--- src/hw/rtl/isasum_pkg.sv ---
// ----------------------------------------------------------------------------
// isasum_pkg
// Shared codes, widths and the per-cycle control word that the top level
// broadcasts to every storage cell of the indexed shift array.
// ----------------------------------------------------------------------------
package isasum_pkg;

  // Fixed field widths of the command and result transactions.
  localparam int ACT_W   = 3;
  localparam int IDX_W   = 6;
  localparam int DATA_W  = 32;
  localparam int STAT_W  = 2;
  localparam int COUNT_W = 7;
  localparam int SUM_W   = 38;

  // Position width that covers every array depth the block supports (up to 1024).
  localparam int POS_W   = 11;

  // Command codes.
  localparam logic [ACT_W-1:0] ACT_READ     = 3'd0;
  localparam logic [ACT_W-1:0] ACT_WRITE    = 3'd1;
  localparam logic [ACT_W-1:0] ACT_INSERT   = 3'd2;
  localparam logic [ACT_W-1:0] ACT_APPEND   = 3'd3;
  localparam logic [ACT_W-1:0] ACT_DELETE   = 3'd4;
  localparam logic [ACT_W-1:0] ACT_DEL_LAST = 3'd5;

  // Status codes.
  localparam logic [STAT_W-1:0] ST_OK     = 2'd0;
  localparam logic [STAT_W-1:0] ST_BADIDX = 2'd1;
  localparam logic [STAT_W-1:0] ST_FULL   = 2'd2;
  localparam logic [STAT_W-1:0] ST_EMPTY  = 2'd3;

  // Cell operations.
  localparam logic [1:0] CELL_NONE   = 2'd0;
  localparam logic [1:0] CELL_WRITE  = 2'd1;
  localparam logic [1:0] CELL_INSERT = 2'd2;
  localparam logic [1:0] CELL_DELETE = 2'd3;

  // Control word seen by every cell in the same cycle.
  typedef struct packed {
    logic [1:0]       op;
    logic [POS_W-1:0] pos;
    logic [POS_W-1:0] limit;
  } cell_ctrl_t;

endpackage

--- src/hw/rtl/isasum_cell.sv ---
// ----------------------------------------------------------------------------
// isasum_cell
// One storage cell of the array. It holds a single entry, compares its own
// position with the broadcast control word and loads the command value, its
// left neighbor, its right neighbor or zero.
// ----------------------------------------------------------------------------
module isasum_cell import isasum_pkg::*; #(
  parameter int POS = 0
) (
  input  logic                     clk,
  input  logic                     rst,
  input  cell_ctrl_t               ctrl,
  input  logic signed [DATA_W-1:0] value,
  input  logic signed [DATA_W-1:0] left_data,
  input  logic signed [DATA_W-1:0] right_data,
  output logic signed [DATA_W-1:0] data,
  output logic signed [DATA_W-1:0] sel_data
);

  localparam logic [POS_W-1:0] ME = POS_W'(POS);

  logic signed [DATA_W-1:0] data_next;

  // Next entry value from the broadcast operation and this cell's position.
  always_comb begin
    data_next = data;
    unique case (ctrl.op)
      CELL_WRITE: begin
        if (ME == ctrl.pos) begin
          data_next = value;
        end
      end
      CELL_INSERT: begin
        if (ME == ctrl.pos) begin
          data_next = value;
        end else if (ME > ctrl.pos && ME <= ctrl.limit) begin
          data_next = left_data;
        end
      end
      CELL_DELETE: begin
        if (ME == ctrl.limit) begin
          data_next = '0;
        end else if (ME >= ctrl.pos && ME < ctrl.limit) begin
          data_next = right_data;
        end
      end
      default: begin
        data_next = data;
      end
    endcase
  end

  // Entry storage; reset clears it to zero.
  always_ff @(posedge clk) begin
    if (rst) begin
      data <= '0;
    end else begin
      data <= data_next;
    end
  end

  // Drive the entry onto the read bus only when this cell is addressed.
  assign sel_data = (ME == ctrl.pos) ? data : '0;

endmodule

--- config.mk ---
export PLATFORM = sky130hd
export DESIGN_NAME = isasum_cell
export DESIGN_NICKNAME = d
export VERILOG_FILES = /design/src/hw/rtl/isasum_pkg.sv /design/src/hw/rtl/isasum_cell.sv
export SDC_FILE = /design/constraint.sdc
export NUM_CORES = 1
export LEC_CHECK = 0
export BUFFER_PORTS_ARGS = -buffer_cell sky130_fd_sc_hd__buf_4
export CAP_MARGIN = 20
export CORE_UTILIZATION = 32
export DETAILED_ROUTE_END_ITERATION = 12
export PLACE_DENSITY_LB_ADDON = 0.2
export SLEW_MARGIN = 20
export SYNTH_ARGS = -nofsm -noshare
export SYNTH_HDL_FRONTEND = slang
export SYNTH_SLANG_ARGS = --single-unit
export TNS_END_PERCENT = 10
--- constraint.sdc ---
create_clock -name clk -period 2 [get_ports clk]
set_input_delay 0.3 -clock clk [delete_from_list [all_inputs] [get_ports clk]]
set_output_delay 0.3 -clock clk [all_outputs]
set_load 0.02 [all_outputs]
==> results of run 1 <==
## repair_timing
action | CTS | global route
endpoints found under the hold margin | 0 | 0
pin swaps | 19 | 12
cloned | 3 | 1
buffers inserted | 9 | 1
setup endpoints to repair | 32 | 59
resized for setup | 39 | 8
## where the power goes
group | switching (mW) | leakage (nW) | internal (mW)
Clock | 0.229 | 0.0455 | 0.281
Combinational | 0.144 | 1.77 | 0.227
Sequential | 0.000419 | 0.258 | 0.638
## kinds of logic (layout without fill, tap and decap cells)
family,Yosys count,in the layout,share of synthesized area
compound gates,96,96,0.2377
buf+inv,34,224,0.06876
flops,32,32,0.2515
mux,32,32,0.1415
simple gates,142,142,0.3006
## final cells by class
class / instances / area, µm² / share of cell area
flip-flops and latches: 32 / 640.6 / 0.1412
multi-input cells: 270 / 1828 / 0.4029
well taps: 102 / 127.6 / 0.02813
repair buffers: 215 / 1847 / 0.4071
clock buffers: 8 / 90.09 / 0.01986
inverters: 1 / 3.754 / 0.0008274
## critical path, delay by kind of cell
kind	cells	cell delay, ps
buffers and inverters	4	500
and+or+nand+nor	3	920
## layer usage
layer  wire (µm)  vias up
li1            -     1565
met1        4113     1516
met2        4908      118
met3         491       10
met4         113        0
met5           0        -
## synth_stat cells (2+ instances only)
| master | instances | area (µm²) |
|---|---|---|
| buf_6 | 3 | 33.78 |
| o31ai_1 | 31 | 232.7 |
| buf_2 | 11 | 55.05 |
| a31oi_1 | 31 | 193.9 |
| clkbuf_1 | 11 | 41.29 |
| nand2_1 | 65 | 244.0 |
| a21oi_1 | 32 | 160.2 |
| mux2_1 | 27 | 304.0 |
| mux2_2 | 5 | 56.30 |
| buf_1 | 5 | 18.77 |
| or3_1 | 2 | 12.51 |
| or4_1 | 2 | 15.01 |
| or4_4 | 2 | 22.52 |
| dfxtp_1 | 32 | 640.6 |
| and2_1 | 32 | 200.2 |
| buf_4 | 3 | 22.52 |
| nor2b_1 | 33 | 206.5 |
## path summary, 6_finish.rpt
path	cells past startpoint	start	endpoint
max	7	ctrl[15]	sel_data[25]
min	2	rst	data[23]
max reg2reg	2	data[13]	data[13]
min reg2reg	2	data[2]	data[2]
==> reports/metrics.cfg, run 1 <==
[global_routing]
grtUsageMet1 = 0.2731
met2_usage = 0.4091
grt_pass1_wl_um = 15300
busiest_layer = met2
gr-usage-all-layers = 0.2252
grt_max_degree = 33
grt_overflow = 0
antenna_found_initial = 0
use_met3 = 0.04271
grt_pass1_vias = 3169

[synthesis]
yosysWarnings = 0
ys_types = 26
postSynthCellCount = 336
synth_fp_nets = 458
async_reset_ff_frac = 0
ys_ff_latch = 32
synth_edf_count = 0
ys.flop_type = dfxtp_1
synth_area_um2 = 2547
yosysSeqAreaShare = 0.2515
syn_area_per_cell_um2 = 7.582

[floorplanning]
rows = 32
fp.dieH_um = 91.23
fp.dieArea_um2 = 8322
initial_utilization = 0.3297
core-area_um2 = 7727
die_w_um = 91.23
ios = 186

[cts]
cts_root_buf = clkbuf_8
cts_tree = built
cts.clk_slew.worst_paths_ps = 70
clock_latency_ps = 270
clk_path_buf_depth = 2
hold_buffers = 0
cts_made_buffers = 5
htreeDepth = 2
clkSinkCount = 32

[timing]
slew_headroom = 0.6493
fin_ws_ps = -28.66
finClkSkew_ps = 0
period_minus_slack_ps = 2029
timing.hold.ws_ps = 183.5
rsz0062_at_grt = yes
timing.fmax_ghz = 0.4929
fin_tns_setup_ps = -213.4
min_period_over_period = 1.014
setup_viol_count_final = 14
final_max_slew_viol_count = 0
hold_viol = 0
worst_slew_pin_slew_ps = 525.5

[power]
power_density_nw_per_um2 = 334.9
p_leak_nw = 2.072
power_mw = 1.519
peakVddDrop_mv = 0.2094

[setup_path]
end_kind = primary output
reg2reg_setup_slack_ps = 1200
cp_slowest_cell = or4_4
crit_type = in2out
crit_top_cell = buf_6
start_kind = primary input
cp.required_ps = 1700
max_stage_delay_ps = 540
arrival_ps = 1730
path_cells = buf_6 -> or4_4 -> nor3_4 -> buf_6 -> clkbuf_16 -> and2_4 -> buf_6
cp_max_fo = 7

[drt]
antenna_left = 0
viasPerCell = 5.110
wirelength_um = 9626
vias = 3209
drc = 0
drtIter0Drc = 112
drt-wirelength-per-cell_um = 15.33
first_pass_iters = 4

[final_layout]
reg.largest.list = data: 32 flops
final_cells = 628
fin_nets = 647
final_common_cell = buf_4
fillers = 704
largest_reg_flops = 32
regMostFlops = data
layout_common_cells = 169 x buf_4, 65 x nand2_1, 40 x buf_6
drive_above_1_share = 0.5019
fin_util = 0.5871
n_antenna_cell = 0
fin_area_um2 = 4537
synthToLayoutAreaGrowth_pct = 78.09

[run]
cap_viol_max_count = 0

[place]
dp_hpwl_um = 6652
gp_congestion = 0.7675
placed_cells = 609
post_dp_cell_area_um2 = 4164
preCtsSetupSlack_ps = -133.4
port_buffers = 185

[min_path]
hold_path.class = in2reg

[outcome]
violations = setup timing
status = finished with violations

Note: power is estimated with default switching activity, not from simulation.
==> run 2, diff against run 1 <==
--- a/config.mk
+++ b/config.mk
@@ -7,6 +7,7 @@
 export LEC_CHECK = 0
 export BUFFER_PORTS_ARGS = -buffer_cell sky130_fd_sc_hd__buf_4
 export CAP_MARGIN = 20
+export CORE_MARGIN = 3
 export CORE_UTILIZATION = 32
 export DETAILED_ROUTE_END_ITERATION = 12
 export PLACE_DENSITY_LB_ADDON = 0.2
==> run 2 against run 1 <==
  * The run still ends with setup timing left
  * Sequential cell count stayed put
  * Critical path depth stayed put
  * Non-clock buffer count is 5 lower
  * Combinational power hardly changed
  * Die area is 9.0% higher
  * Sequential power hardly changed
  * Via count is 0.56% lower
  * Global-route usage is 1.3 points lower
  * Worst setup slack better by 2.7 ps
  * Critical endpoint is now sel_data[22]
  * Largest power group unchanged
  * Highest routed layer unchanged
==> reports/metrics.cfg, run 2 (synthesis gave the netlist of run 1 again) <==
[final_layout]
drive_above_1_share = 0.5029
fin_util = 0.6107
layout_common_cells = 164 x buf_4, 65 x nand2_1, 37 x buf_6
final_common_cell = buf_4
reg.largest.list = data: 32 flops
final_cells = 620
fin_area_um2 = 4572
fin_nets = 642
largest_reg_flops = 32
regMostFlops = data
n_antenna_cell = 0
fillers = 690
synthToLayoutAreaGrowth_pct = 79.47

[cts]
clock_latency_ps = 280
cts.clk_slew.worst_paths_ps = 60
clkSinkCount = 32
htreeDepth = 2
clk_path_buf_depth = 2
cts_tree = built
cts_made_buffers = 5
cts_root_buf = clkbuf_8

[place]
gp_congestion = 0.7922
placed_cells = 603
dp_hpwl_um = 7119
post_dp_cell_area_um2 = 4138
port_buffers = 185

[timing]
hold_viol = 0
setup_viol_count_final = 23
final_max_slew_viol_count = 0
rsz0062_at_grt = yes
period_minus_slack_ps = 2026
min_period_over_period = 1.013
fin_ws_ps = -25.92
slew_headroom = 0.7346
timing.fmax_ghz = 0.4936
worst_slew_pin_slew_ps = 397.7
finClkSkew_ps = 0

[drt]
drc = 0
wirelength_um = 10090
drt-wirelength-per-cell_um = 16.28
viasPerCell = 5.147
antenna_left = 0
vias = 3191
first_pass_iters = 5
drtIter0Drc = 170

[global_routing]
grt_overflow = 0
antenna_found_initial = 0
grt_pass1_wl_um = 15220
grt_pass1_vias = 3140
gr-usage-all-layers = 0.2124
grt_max_degree = 34

[floorplanning]
core-area_um2 = 7486
die_w_um = 95.23
ios = 186
rows = 31
fp.dieArea_um2 = 9068
fp.dieH_um = 95.23
initial_utilization = 0.3403

[power]
power_mw = 1.628
power_density_nw_per_um2 = 356.0
peakVddDrop_mv = 0.2315
p_leak_nw = 2.080

[min_path]
hold_path.class = in2reg

[setup_path]
crit_type = in2out
crit_start = ctrl[15]
rr_endpoint = data[22]
cp.required_ps = 1700
cp_max_fo = 8
end_kind = primary output
arrival_ps = 1730
reg2reg_from = data[22]
crit_end = sel_data[22]
reg2regPathDepth = 2
start_kind = primary input
reg2reg_setup_slack_ps = 1210

[outcome]
status = finished with violations
violations = setup timing

[run]
cap_viol_max_count = 0

## run 2: how the worst min path moves through the flow
stage          from  endpoint  slack, ps  depth (start not counted)
2_1_floorplan   rst  data[23]        370                          1
3_3_place_gp    rst  data[23]        470                          2
3_5_place_dp    rst  data[23]        480                          2
4_1_cts         rst  data[23]        180                          2
5_1_grt         rst  data[23]        190                          2
6_report        rst  data[23]        190                          2
## run 2: critical path: stages
cell and delay, ps:
buf_6 90, or4_4 540, nor3_4 230, buf_12 170, clkbuf_16 150, and2_4 140, buf_6 110
## run 2: final cells by class
class	instances	area, µm²	share of cell area
multi-input cells	270	1836	0.4015
clock inverters	2	35.03	0.007663
well taps	99	123.9	0.02709
flip-flops and latches	32	640.6	0.1401
repair buffers	210	1861	0.4070
inverters	1	3.754	0.0008210
clock buffers	6	72.57	0.01587
## run 2: repair_timing
action / in CTS / in global routing
endpoints found under the setup margin: 32 / 49
pin swaps: 12 / 10
setup buffers: 4 / 0
gates cloned: 3 / 2
resized for setup: 38 / 6
hold buffers: 0 / 0
## run 2: power by group
| part | switching, mW | internal, mW |
|---|---|---|
| clock network | 0.249 | 0.370 |
| registers | 0.000423 | 0.637 |
| logic | 0.146 | 0.226 |
| total | 0.395 | 1.23 |
## run 2: per-layer routing
layer  vias to the layer above  share of wire  routed length [µm]  track usage
met2                       149           0.49                4975       0.3738
met4                         0          0.014                 141      0.05529
li1                       1564              -                   -            -
met3                        12          0.091                 922      0.05130
met5                         -              0                   0            0
met1                      1466           0.40                4054       0.2576
## run 2: stage by stage
| stage | hold slack [ps] | worst slack (ps) | setup TNS (ps) |
|---|---|---|---|
| global placement | 471.4 | -112.4 | -5258 |
| CTS | 180.5 | -25.78 | -309.0 |
| global route | 188.5 | -87.16 | -2613 |
| detailed placement | 476.7 | -156.6 | -6692 |
| finish | 187.1 | -25.92 | -246.6 |
| floorplan | 372.1 | -79.87 | -2645 |
